--- config.mk ---
export PLATFORM = sky130hd
export DESIGN_NAME = accel_limited_target_follower
export DESIGN_NICKNAME = d
export VERILOG_FILES = /design/src/hdl/altf_pkg.sv /design/src/hdl/altf_div.sv /design/src/hdl/altf_sqrt.sv /design/src/hdl/accel_limited_target_follower.sv
export SDC_FILE = /design/constraint.sdc
export NUM_CORES = 2
export LEC_CHECK = 0
export BUFFER_PORTS_ARGS = -buffer_cell sky130_fd_sc_hd__buf_2
export CAP_MARGIN = 25
export CORE_UTILIZATION = 44
export DETAILED_ROUTE_END_ITERATION = 10
export GPL_TIMING_DRIVEN = 0
export PLACE_DENSITY = 0.68
export RECOVER_POWER = 50
export REMOVE_ABC_BUFFERS = 1
export SLEW_MARGIN = 20
export SYNTH_ARGS = -nofsm -noshare
export SYNTH_HDL_FRONTEND = slang
export SYNTH_SLANG_ARGS = --single-unit
export TNS_END_PERCENT = 50
--- constraint.sdc ---
create_clock -name aclk -period 9.85 [get_ports aclk]
set_input_delay 1.4775 -clock aclk [delete_from_list [all_inputs] [get_ports aclk]]
set_output_delay 1.4775 -clock aclk [all_outputs]
set_load 0.01 [all_outputs]
--- src/hdl/altf_pkg.sv ---
package altf_pkg;

    // Fixed-point formats: Q2.16 signed values, Q0.16 registers
    localparam int QW      = 18;
    localparam int CW      = 16;
    localparam int MW      = 19;            // multiplier operand width
    localparam int PW      = 2 * MW;        // product width
    localparam int DIV_NW  = PW;            // divider dividend width
    localparam int DIV_DW  = MW;            // divider divisor width
    localparam int SQ_RW   = 40;            // square root radicand width
    localparam int SQ_QW   = SQ_RW / 2;     // square root result width

    localparam logic signed [QW-1:0] Q_MAX = 18'sd131071;
    localparam logic signed [QW-1:0] Q_MIN = -18'sd131072;
    localparam logic signed [QW-1:0] ONE_Q = 18'sd65536;
    localparam logic signed [QW-1:0] NEG_ONE_Q = -18'sd65536;
    localparam logic [PW-1:0] ACC_CAP = PW'(262143);

    // Register map (word index)
    localparam logic [1:0] REG_MAX_SPEED  = 2'd0;
    localparam logic [1:0] REG_ACCEL_TIME = 2'd1;
    localparam logic [1:0] REG_DEAD_ZONE  = 2'd2;

    localparam logic [CW-1:0] MAX_SPEED_RST  = 16'd15888;
    localparam logic [CW-1:0] ACCEL_TIME_RST = 16'd9830;
    localparam logic [CW-1:0] DEAD_ZONE_RST  = 16'd655;

    typedef enum logic [5:0] {
        ST_IDLE, ST_CHK, ST_DT, ST_ADIV, ST_ADIV_W,
        ST_DX2, ST_DY2, ST_DSQ, ST_DSQ_W,
        ST_NX, ST_NXD, ST_NXD_W, ST_NY, ST_NYD, ST_NYD_W,
        ST_AX2, ST_AY2, ST_ASQ, ST_ASQ_W,
        ST_LX, ST_LXD, ST_LXD_W, ST_LY, ST_LYD, ST_LYD_W,
        ST_SPD, ST_A2, ST_AD, ST_SSQ, ST_SSQ_W,
        ST_SX2, ST_SY2, ST_VSQ, ST_VSQ_W,
        ST_CX, ST_CXD, ST_CXD_W, ST_CY, ST_CYD, ST_CYD_W,
        ST_POS, ST_OUT
    } altf_state_t;

    // Magnitude of a 19-bit signed value
    function automatic logic [MW-1:0] abs19(input logic signed [MW-1:0] v);
        logic [MW-1:0] r;
        r = v[MW-1] ? MW'(-v) : MW'(v);
        return r;
    endfunction

    // Saturate a 20-bit sum to Q2.16
    function automatic logic signed [QW-1:0] sat18(input logic signed [QW+1:0] v);
        logic signed [QW-1:0] r;
        if (v > QW'(Q_MAX)) begin
            r = Q_MAX;
        end else if (v < $signed({{2{Q_MIN[QW-1]}}, Q_MIN})) begin
            r = Q_MIN;
        end else begin
            r = v[QW-1:0];
        end
        return r;
    endfunction

endpackage

--- src/hdl/altf_div.sv ---
module altf_div
    import altf_pkg::*;
(
    input  logic              aclk,
    input  logic              aresetn,
    input  logic              start,
    input  logic [DIV_NW-1:0] num,
    input  logic [DIV_DW-1:0] den,
    output logic              done,
    output logic [DIV_NW-1:0] quot
);

    localparam int CNTW = $clog2(DIV_NW);

    logic              busy_reg;
    logic              done_reg;
    logic [CNTW-1:0]   cnt_reg;
    logic [DIV_NW-1:0] num_reg;
    logic [DIV_DW-1:0] den_reg;
    logic [DIV_DW-1:0] rem_reg;
    logic [DIV_DW:0]   rem_sh;
    logic              fit;

    // One quotient bit per cycle, restoring
    assign rem_sh = {rem_reg, num_reg[DIV_NW-1]};
    assign fit    = rem_sh >= {1'b0, den_reg};

    always_ff @(posedge aclk) begin
        if (!aresetn) begin
            busy_reg <= 1'b0;
            done_reg <= 1'b0;
            cnt_reg  <= '0;
        end else begin
            done_reg <= 1'b0;
            if (start) begin
                busy_reg <= 1'b1;
                cnt_reg  <= '0;
            end else if (busy_reg) begin
                cnt_reg <= cnt_reg + 1'b1;
                if (cnt_reg == CNTW'(DIV_NW - 1)) begin
                    busy_reg <= 1'b0;
                    done_reg <= 1'b1;
                end
            end
        end
    end

    // Shift dividend out and quotient in
    always_ff @(posedge aclk) begin
        if (start) begin
            num_reg <= num;
            den_reg <= den;
            rem_reg <= '0;
        end else if (busy_reg) begin
            num_reg <= {num_reg[DIV_NW-2:0], fit};
            rem_reg <= fit ? DIV_DW'(rem_sh - {1'b0, den_reg}) : rem_sh[DIV_DW-1:0];
        end
    end

    assign done = done_reg;
    assign quot = num_reg;

endmodule

--- src/hdl/altf_sqrt.sv ---
module altf_sqrt
    import altf_pkg::*;
(
    input  logic             aclk,
    input  logic             aresetn,
    input  logic             start,
    input  logic [SQ_RW-1:0] rad,
    output logic             done,
    output logic [SQ_QW-1:0] root
);

    localparam int CNTW = $clog2(SQ_QW);
    localparam int RW   = SQ_QW + 2;

    logic             busy_reg;
    logic             done_reg;
    logic [CNTW-1:0]  cnt_reg;
    logic [SQ_RW-1:0] rad_reg;
    logic [RW-1:0]    rem_reg;
    logic [SQ_QW-1:0] root_reg;
    logic [RW+1:0]    rem_sh;
    logic [RW+1:0]    trial;
    logic             fit;

    // Two radicand bits per cycle, one root bit
    assign rem_sh = {rem_reg, rad_reg[SQ_RW-1 -: 2]};
    assign trial  = {2'b00, root_reg, 2'b01};
    assign fit    = rem_sh >= trial;

    always_ff @(posedge aclk) begin
        if (!aresetn) begin
            busy_reg <= 1'b0;
            done_reg <= 1'b0;
            cnt_reg  <= '0;
        end else begin
            done_reg <= 1'b0;
            if (start) begin
                busy_reg <= 1'b1;
                cnt_reg  <= '0;
            end else if (busy_reg) begin
                cnt_reg <= cnt_reg + 1'b1;
                if (cnt_reg == CNTW'(SQ_QW - 1)) begin
                    busy_reg <= 1'b0;
                    done_reg <= 1'b1;
                end
            end
        end
    end

    always_ff @(posedge aclk) begin
        if (start) begin
            rad_reg  <= rad;
            rem_reg  <= '0;
            root_reg <= '0;
        end else if (busy_reg) begin
            rad_reg  <= {rad_reg[SQ_RW-3:0], 2'b00};
            rem_reg  <= fit ? RW'(rem_sh - trial) : rem_sh[RW-1:0];
            root_reg <= {root_reg[SQ_QW-2:0], fit};
        end
    end

    assign done = done_reg;
    assign root = root_reg;

endmodule

--- src/hdl/accel_limited_target_follower.sv ---
// Acceleration-limited 2D target follower.
// Input channel (s_valid/s_ready): one tick carrying the target (Q2.16, clamped
// to +/-1) and the elapsed time (Q0.16). Result channel (m_valid/m_ready): one
// position per tick, each axis shown as zero when below the dead zone.
// Configuration over APB: max_speed at 0x0, accel_time at 0x4, dead_zone at 0x8.
// The first tick after reset and a settled tick skip the update. A full update
// runs three to seven passes of the shared divider (38 steps): two more each
// when the acceleration limit or the speed cap applies. It also runs four
// passes of the shared square root (20 steps), plus the multiply and update
// steps. One tick is processed at a time; s_ready is high only while the
// sequencer waits for a tick, so a new tick waits until the last is through.
// The result sits in an output register; a new tick is accepted while it waits.
// If the receiver stalls, the sequencer holds the next result until the output
// register frees up. Reset clears position, velocity and the started flag, and
// restores the register defaults.
module accel_limited_target_follower
    import altf_pkg::*;
(
    input  logic                 aclk,
    input  logic                 aresetn,
    input  logic                 s_valid,
    output logic                 s_ready,
    input  logic signed [QW-1:0] s_target_x,
    input  logic signed [QW-1:0] s_target_y,
    input  logic [CW-1:0]        s_delta_time,
    output logic                 m_valid,
    input  logic                 m_ready,
    output logic signed [QW-1:0] m_pos_x,
    output logic signed [QW-1:0] m_pos_y,
    input  logic                 psel,
    input  logic                 penable,
    input  logic                 pwrite,
    input  logic [3:0]           paddr,
    input  logic [31:0]          pwdata,
    output logic [31:0]          prdata,
    output logic                 pready
);

    altf_state_t state_reg, state_next;

    logic [CW-1:0] max_speed_reg, accel_time_reg, dead_zone_reg;
    logic          started_reg;
    logic signed [QW-1:0] posx_reg, posy_reg, spx_reg, spy_reg;
    logic signed [MW-1:0] dx_reg, dy_reg, ax_reg, ay_reg;
    logic [CW-1:0]        dt_reg;
    logic [QW-1:0]        amax_reg;
    logic [MW-1:0]        dist_reg, len_reg, stop_reg;
    logic [PW-1:0]        sum_reg, prod_reg;
    logic                 m_valid_reg;
    logic signed [QW-1:0] m_pos_x_reg, m_pos_y_reg;

    logic [MW-1:0]     mul_a, mul_b;
    logic              div_start, div_done, sq_start, sq_done;
    logic [DIV_NW-1:0] div_num, div_quot;
    logic [DIV_DW-1:0] div_den;
    logic [SQ_RW-1:0]  sq_rad;
    logic [SQ_QW-1:0]  sq_root;
    logic              out_free;
    logic signed [QW-1:0] tx_c, ty_c;
    logic [MW-1:0]     q19;

    assign out_free = !m_valid_reg || m_ready;
    assign q19      = div_quot[MW-1:0];

    // Clamp the target to +/-1
    always_comb begin
        tx_c = s_target_x;
        if (s_target_x > ONE_Q) tx_c = ONE_Q;
        if (s_target_x < NEG_ONE_Q) tx_c = NEG_ONE_Q;
        ty_c = s_target_y;
        if (s_target_y > ONE_Q) ty_c = ONE_Q;
        if (s_target_y < NEG_ONE_Q) ty_c = NEG_ONE_Q;
    end

    // APB register file
    assign pready = 1'b1;
    always_ff @(posedge aclk) begin
        if (!aresetn) begin
            max_speed_reg  <= MAX_SPEED_RST;
            accel_time_reg <= ACCEL_TIME_RST;
            dead_zone_reg  <= DEAD_ZONE_RST;
        end else if (psel && penable && pwrite && pready) begin
            case (paddr[3:2])
                REG_MAX_SPEED:  max_speed_reg  <= pwdata[CW-1:0];
                REG_ACCEL_TIME: accel_time_reg <= pwdata[CW-1:0];
                REG_DEAD_ZONE:  dead_zone_reg  <= pwdata[CW-1:0];
                default: ;
            endcase
        end
    end

    always_comb begin
        case (paddr[3:2])
            REG_MAX_SPEED:  prdata = {16'd0, max_speed_reg};
            REG_ACCEL_TIME: prdata = {16'd0, accel_time_reg};
            REG_DEAD_ZONE:  prdata = {16'd0, dead_zone_reg};
            default:        prdata = '0;
        endcase
    end

    // Shared units
    always_ff @(posedge aclk) begin
        prod_reg <= mul_a * mul_b;
    end

    altf_div u_div (
        .aclk    (aclk),
        .aresetn (aresetn),
        .start   (div_start),
        .num     (div_num),
        .den     (div_den),
        .done    (div_done),
        .quot    (div_quot)
    );

    altf_sqrt u_sqrt (
        .aclk    (aclk),
        .aresetn (aresetn),
        .start   (sq_start),
        .rad     (sq_rad),
        .done    (sq_done),
        .root    (sq_root)
    );

    // State register
    always_ff @(posedge aclk) begin
        if (!aresetn) begin
            state_reg <= ST_IDLE;
        end else begin
            state_reg <= state_next;
        end
    end

    // Sequencer: next state and unit operands
    always_comb begin
        state_next = state_reg;
        s_ready    = 1'b0;
        mul_a      = '0;
        mul_b      = '0;
        div_start  = 1'b0;
        div_num    = prod_reg;
        div_den    = '0;
        sq_start   = 1'b0;
        sq_rad     = '0;
        case (state_reg)
            ST_IDLE: begin
                s_ready = 1'b1;
                if (s_valid) begin
                    state_next = started_reg ? ST_CHK : ST_OUT;
                end
            end
            ST_CHK: begin
                if (abs19(dx_reg) <= MW'(dead_zone_reg) &&
                    abs19(dy_reg) <= MW'(dead_zone_reg)) begin
                    state_next = ST_OUT;
                end else begin
                    state_next = ST_DT;
                end
            end
            ST_DT: begin
                mul_a = MW'(dt_reg);
                mul_b = MW'(max_speed_reg);
                state_next = ST_ADIV;
            end
            ST_ADIV: begin
                div_start = 1'b1;
                div_den = (accel_time_reg == '0) ? DIV_DW'(1) : DIV_DW'(accel_time_reg);
                state_next = ST_ADIV_W;
            end
            ST_ADIV_W: if (div_done) state_next = ST_DX2;
            ST_DX2: begin
                mul_a = abs19(dx_reg);
                mul_b = abs19(dx_reg);
                state_next = ST_DY2;
            end
            ST_DY2: begin
                mul_a = abs19(dy_reg);
                mul_b = abs19(dy_reg);
                state_next = ST_DSQ;
            end
            ST_DSQ: begin
                sq_start = 1'b1;
                sq_rad = SQ_RW'(sum_reg) + SQ_RW'(prod_reg);
                state_next = ST_DSQ_W;
            end
            ST_DSQ_W: if (sq_done) state_next = ST_NX;
            ST_NX: begin
                mul_a = MW'(max_speed_reg);
                mul_b = abs19(dx_reg);
                state_next = ST_NXD;
            end
            ST_NXD: begin
                div_start = 1'b1;
                div_den = dist_reg;
                state_next = ST_NXD_W;
            end
            ST_NXD_W: if (div_done) state_next = ST_NY;
            ST_NY: begin
                mul_a = MW'(max_speed_reg);
                mul_b = abs19(dy_reg);
                state_next = ST_NYD;
            end
            ST_NYD: begin
                div_start = 1'b1;
                div_den = dist_reg;
                state_next = ST_NYD_W;
            end
            ST_NYD_W: if (div_done) state_next = ST_AX2;
            ST_AX2: begin
                mul_a = abs19(ax_reg);
                mul_b = abs19(ax_reg);
                state_next = ST_AY2;
            end
            ST_AY2: begin
                mul_a = abs19(ay_reg);
                mul_b = abs19(ay_reg);
                state_next = ST_ASQ;
            end
            ST_ASQ: begin
                sq_start = 1'b1;
                sq_rad = SQ_RW'(sum_reg) + SQ_RW'(prod_reg);
                state_next = ST_ASQ_W;
            end
            ST_ASQ_W: begin
                if (sq_done) begin
                    state_next = (sq_root > SQ_QW'(amax_reg)) ? ST_LX : ST_SPD;
                end
            end
            ST_LX: begin
                mul_a = abs19(ax_reg);
                mul_b = MW'(amax_reg);
                state_next = ST_LXD;
            end
            ST_LXD: begin
                div_start = 1'b1;
                div_den = len_reg;
                state_next = ST_LXD_W;
            end
            ST_LXD_W: if (div_done) state_next = ST_LY;
            ST_LY: begin
                mul_a = abs19(ay_reg);
                mul_b = MW'(amax_reg);
                state_next = ST_LYD;
            end
            ST_LYD: begin
                div_start = 1'b1;
                div_den = len_reg;
                state_next = ST_LYD_W;
            end
            ST_LYD_W: if (div_done) state_next = ST_SPD;
            ST_SPD: state_next = ST_A2;
            ST_A2: begin
                mul_a = MW'(amax_reg);
                mul_b = MW'(amax_reg);
                state_next = ST_AD;
            end
            ST_AD: begin
                mul_a = MW'(amax_reg);
                mul_b = dist_reg;
                state_next = ST_SSQ;
            end
            ST_SSQ: begin
                sq_start = 1'b1;
                sq_rad = SQ_RW'(sum_reg) + {prod_reg[SQ_RW-4:0], 3'b000};
                state_next = ST_SSQ_W;
            end
            ST_SSQ_W: if (sq_done) state_next = ST_SX2;
            ST_SX2: begin
                mul_a = abs19(MW'(spx_reg));
                mul_b = abs19(MW'(spx_reg));
                state_next = ST_SY2;
            end
            ST_SY2: begin
                mul_a = abs19(MW'(spy_reg));
                mul_b = abs19(MW'(spy_reg));
                state_next = ST_VSQ;
            end
            ST_VSQ: begin
                sq_start = 1'b1;
                sq_rad = SQ_RW'(sum_reg) + SQ_RW'(prod_reg);
                state_next = ST_VSQ_W;
            end
            ST_VSQ_W: begin
                if (sq_done) begin
                    state_next = (sq_root > SQ_QW'(stop_reg)) ? ST_CX : ST_POS;
                end
            end
            ST_CX: begin
                mul_a = abs19(MW'(spx_reg));
                mul_b = stop_reg;
                state_next = ST_CXD;
            end
            ST_CXD: begin
                div_start = 1'b1;
                div_den = len_reg;
                state_next = ST_CXD_W;
            end
            ST_CXD_W: if (div_done) state_next = ST_CY;
            ST_CY: begin
                mul_a = abs19(MW'(spy_reg));
                mul_b = stop_reg;
                state_next = ST_CYD;
            end
            ST_CYD: begin
                div_start = 1'b1;
                div_den = len_reg;
                state_next = ST_CYD_W;
            end
            ST_CYD_W: if (div_done) state_next = ST_POS;
            ST_POS: state_next = ST_OUT;
            ST_OUT: if (out_free) state_next = ST_IDLE;
            default: state_next = ST_IDLE;
        endcase
    end

    // Control state: started flag, position, velocity
    always_ff @(posedge aclk) begin
        if (!aresetn) begin
            started_reg <= 1'b0;
            posx_reg    <= '0;
            posy_reg    <= '0;
            spx_reg     <= '0;
            spy_reg     <= '0;
        end else begin
            case (state_reg)
                ST_IDLE: if (s_valid) started_reg <= 1'b1;
                ST_SPD: begin
                    spx_reg <= sat18(20'(spx_reg) + 20'(ax_reg));
                    spy_reg <= sat18(20'(spy_reg) + 20'(ay_reg));
                end
                ST_CXD_W: begin
                    if (div_done) spx_reg <= spx_reg[QW-1] ? QW'(-q19) : QW'(q19);
                end
                ST_CYD_W: begin
                    if (div_done) spy_reg <= spy_reg[QW-1] ? QW'(-q19) : QW'(q19);
                end
                ST_POS: begin
                    posx_reg <= sat18(20'(posx_reg) + 20'(spx_reg));
                    posy_reg <= sat18(20'(posy_reg) + 20'(spy_reg));
                end
                default: ;
            endcase
        end
    end

    // Working registers of one tick
    always_ff @(posedge aclk) begin
        case (state_reg)
            ST_IDLE: begin
                dx_reg <= MW'(tx_c) - MW'(posx_reg);
                dy_reg <= MW'(ty_c) - MW'(posy_reg);
                dt_reg <= s_delta_time;
            end
            ST_ADIV_W: begin
                if (div_done) begin
                    amax_reg <= (div_quot > ACC_CAP) ? QW'(ACC_CAP) : div_quot[QW-1:0];
                end
            end
            ST_DY2, ST_AY2, ST_AD, ST_SY2: sum_reg <= prod_reg;
            ST_DSQ_W: begin
                if (sq_done) dist_reg <= (sq_root == '0) ? MW'(1) : sq_root[MW-1:0];
            end
            ST_NXD_W: begin
                if (div_done) ax_reg <= (dx_reg[MW-1] ? -q19 : q19) - MW'(spx_reg);
            end
            ST_NYD_W: begin
                if (div_done) ay_reg <= (dy_reg[MW-1] ? -q19 : q19) - MW'(spy_reg);
            end
            ST_ASQ_W, ST_VSQ_W: if (sq_done) len_reg <= sq_root[MW-1:0];
            ST_LXD_W: if (div_done) ax_reg <= ax_reg[MW-1] ? -q19 : q19;
            ST_LYD_W: if (div_done) ay_reg <= ay_reg[MW-1] ? -q19 : q19;
            ST_SSQ_W: begin
                if (sq_done) stop_reg <= MW'((sq_root - SQ_QW'(amax_reg)) >> 1);
            end
            default: ;
        endcase
    end

    // Output register: hold until the transfer completes
    always_ff @(posedge aclk) begin
        if (!aresetn) begin
            m_valid_reg <= 1'b0;
        end else if (state_reg == ST_OUT && out_free) begin
            m_valid_reg <= 1'b1;
        end else if (m_ready) begin
            m_valid_reg <= 1'b0;
        end
    end

    always_ff @(posedge aclk) begin
        if (state_reg == ST_OUT && out_free) begin
            m_pos_x_reg <= (abs19(MW'(posx_reg)) < MW'(dead_zone_reg)) ? '0 : posx_reg;
            m_pos_y_reg <= (abs19(MW'(posy_reg)) < MW'(dead_zone_reg)) ? '0 : posy_reg;
        end
    end

    assign m_valid = m_valid_reg;
    assign m_pos_x = m_pos_x_reg;
    assign m_pos_y = m_pos_y_reg;

    // First tick only raises the started flag and goes straight to output
    a_first_tick: assert property (@(posedge aclk) disable iff (!aresetn)
        (state_reg == ST_IDLE && s_valid && !started_reg) |=>
            (started_reg && state_reg == ST_OUT))
        else $error("first tick did not bypass the update");

    // Divisor for the direction divide is never zero
    a_dist_nz: assert property (@(posedge aclk) disable iff (!aresetn)
        (state_reg == ST_NXD || state_reg == ST_NYD) |-> (dist_reg != '0))
        else $error("zero distance used as divisor");

    // Loading the output register always raises m_valid
    a_out_load: assert property (@(posedge aclk) disable iff (!aresetn)
        (state_reg == ST_OUT && out_free) |=> (m_valid && state_reg == ST_IDLE))
        else $error("result not presented");

    // Position update is always followed by output
    a_pos_out: assert property (@(posedge aclk) disable iff (!aresetn)
        (state_reg == ST_POS) |=> (state_reg == ST_OUT))
        else $error("position update not followed by output");

endmodule
==> flow_summary.ini <==
[power_and_ir_drop]
pwr-share-comb_pct = 47.2
ir_worst_vdd_mv = 0.177
seqPwrFrac_pct = 31.0
pwr-share-clk_pct = 21.8
finalPower_w = 0.0124
internal_power_w = 0.00699
p_per_area_nw_per_um2 = 202
p_leak_nw = 26.4
sw_frac_of_total_pct = 43.6
switching_power_w = 0.00540

[layout]
design_area_sq_um = 61300
fin_nets = 7456
largest_reg_flops = 40
antenna_cells = 0
drive_above_1_share_pct = 6.94
fillCellCount = 11900
instances_no_fill = 8276
syn_to_final_growth_pct = 9.25

[clock_network]
cts_buffers = 71
cts_tree = built
cts.reportedPaths.clkPinSlew_ps = 60
h-tree-depth = 3
cts-root-buf = clkbuf_16
cts_max_path_buffers = 3
hold_buffers = 0
clk_latency_ps = 720
clkSinkCount = 580

[route]
wl_per_cell_um = 22.6
first_pass_iters = 7
initialDrtViolationCount = 5242
routed_wl_um = 187000
num_vias = 49400
ant_nets = 0
post-route-drc-count = 0
viasPerCell = 5.97

[global_route]
antenna_found_initial = 7
grt_max_degree = 64
gr-total-overflow = 0
grt_use_total_pct = 28.4
grt_pass1_wl_um = 285000
grt_pass1_vias = 47600

[worst_setup_path]
required_ps = 10420
slowest_stage = dfxtp_4
critPathMaxFanout = 29
cp.arrival_ps = 10130
worst_path_largest_cell_delay_ps = 590
path_buf_inv = 8
cp-start-kind = register
cpLargestDelayFamily = adder cells
ff2ff_setup_slack_ps = 290
path_common_cell = fa_1
cp-end-kind = register
path_class = reg2reg

[placement]
hpwlAfterDp_um = 146000
pre_cts_ws_ps = -395
globalplace.congestion = 1.03
dp.cells = 8136
dpl_cell_area_sq_um = 58900
io_buffers = 130

[outcome]
outcome = complete, but fails checks
failed_checks = capacitance limit, slew limit

[logic_synthesis]
synth-edff-count = 338
ys_async_sr_fraction_pct = 0
ys_ff_latch = 580
seq_area_frac_synth_pct = 26.7
syn_area_per_cell_sq_um = 8.54
synth.distinct_cells = 90
syn_area_sq_um = 56100
ys_warn_count = 0
dominantRegCellSynth = edfxtp_1
synthCells = 6569

[sta]
period_share_pct = 97.0
min_period_ps = 9560
relSlewSlack_pct = -121
tightest_slew_ps = 3290
hold_violations = 0
skew_ps = 67.0
setup_viol = 0
rsz0062_at_grt = false
fmax_ghz = 0.105
tns_ps = 0
layout_setup_ws_ps = 292
maxSlewViolCount = 212

[die]
fp.coreArea_sq_um = 126000
die_w_um = 359
rows = 130
start_util_pct = 44.5
die_area_sq_um = 129000
io_pins = 166
die-height_um = 359

[worst_hold_path]
hold_path_class = reg2reg

[job]
maxCapViolCount = 7
cells by family after synthesis:
logic type | after synthesis | share of synthesized area [%]
muxes | 103 | 1.91
buffers and inverters | 1019 | 7.00
AOI/OAI and AO/OA | 1545 | 18.1
DFF | 580 | 26.7
other | 2 | 0.0134
adders and majority gates | 812 | 22.0
and+or+nand+nor | 2046 | 17.0
xor gates and xnor gates | 462 | 7.21
power by group through the flow:
stage	combinational, W	sequential (W)	clock (W)
final	0.00585	0.00384	0.00270
after detailed placement	0.00570	0.00384	0
after global routing	0.00641	0.00387	0.00281
after floorplan	0.00410	0.00357	0
after CTS	0.00575	0.00380	0.00273
after global placement	0.00536	0.00391	0
metal layers:
metal | track usage [%] | vias to the layer above | share of wire [%]
met3 | 5.95 | 427 | 9.6
met1 | 38.5 | 23900 | 42
li1 | - | 23000 | -
met2 | 43.6 | 2178 | 43
met4 | 12.6 | 8 | 5.0
met5 | 0 | - | 0.029
through the flow:
step | hold WS [ps] | utilization [%]
finish | 485 | 48.6
global route | 511 | 48.6
CTS | 484 | 48.7
detailed placement | 474 | 46.7
global placement | 467 | 45.7
floorplan | 430 | -
synth_stat cells (all sizes together) (39+ instances only):
master  instances  area, sq um
nor3          117          586
o21a           58          435
o21ai         363         1820
o22ai          40          250
inv           696         2610
fa            300         6010
o211ai         39          293
a211oi         71          533
buf            62          338
or3            88          561
dfxtp         242         4840
clkbuf        260          976
a21boi         53          398
a21oi         369         1850
and2           68          425
xor2          153         1340
mux2i          68          681
and3           57          357
nor2b          67          419
nor2          508         1910
o31ai          52          390
nor4           54          350
nand2b         70          438
a21o          120          901
nand2         747         2810
nand4          48          300
ha            494         6180
nand3         135          676
xnor2         309         2710
a222oi         45          450
edfxtp        338        10100
cells in the final DEF (no fill, tap or decap), types with 150 or more instances in the layout:
master      n
inv_1     693
dfxtp_1   232
xor2_1    150
a21oi_1   368
ha_1      494
edfxtp_1  338
nand2_1   738
o21ai_0   354
fa_1      300
nor2_1    504
xnor2_1   307
path summary, 6_finish.rpt:
path,start,endpoint,cells past startpoint
worst max-delay path,state_reg[5],div_num[29],31
worst min-delay path,dead_zone_reg[6],dead_zone_reg[6],2
worst max register to register,state_reg[5],div_num[29],31
worst min register to register,dead_zone_reg[6],dead_zone_reg[6],2
cell type report:
class	count	area, sq um	area share, %
flip-flops and latches	580	15000	24.5
clock buffers	93	1990	3.25
well taps	1650	2060	3.37
clock inverters	39	393	0.641
inverters	697	2620	4.27
multi-input cells	4985	37700	61.4
repair buffers	232	1550	2.53
worst reg2reg max path: cells and delay by family (launching register included):
| kind | cells | cell delay, ps |
|---|---|---|
| flops | 1 | 590 |
| compound gates | 8 | 2510 |
| simple gates | 8 | 1320 |
| buf+inv | 8 | 1530 |
| fa+ha+maj | 7 | 3500 |
timing repair:
action	in CTS	in global routing
pin swaps	1	8
buffers inserted	1	5
setup endpoints to repair	8	9
gates resized for setup	12	24
Power figures use the tool's default switching activity.
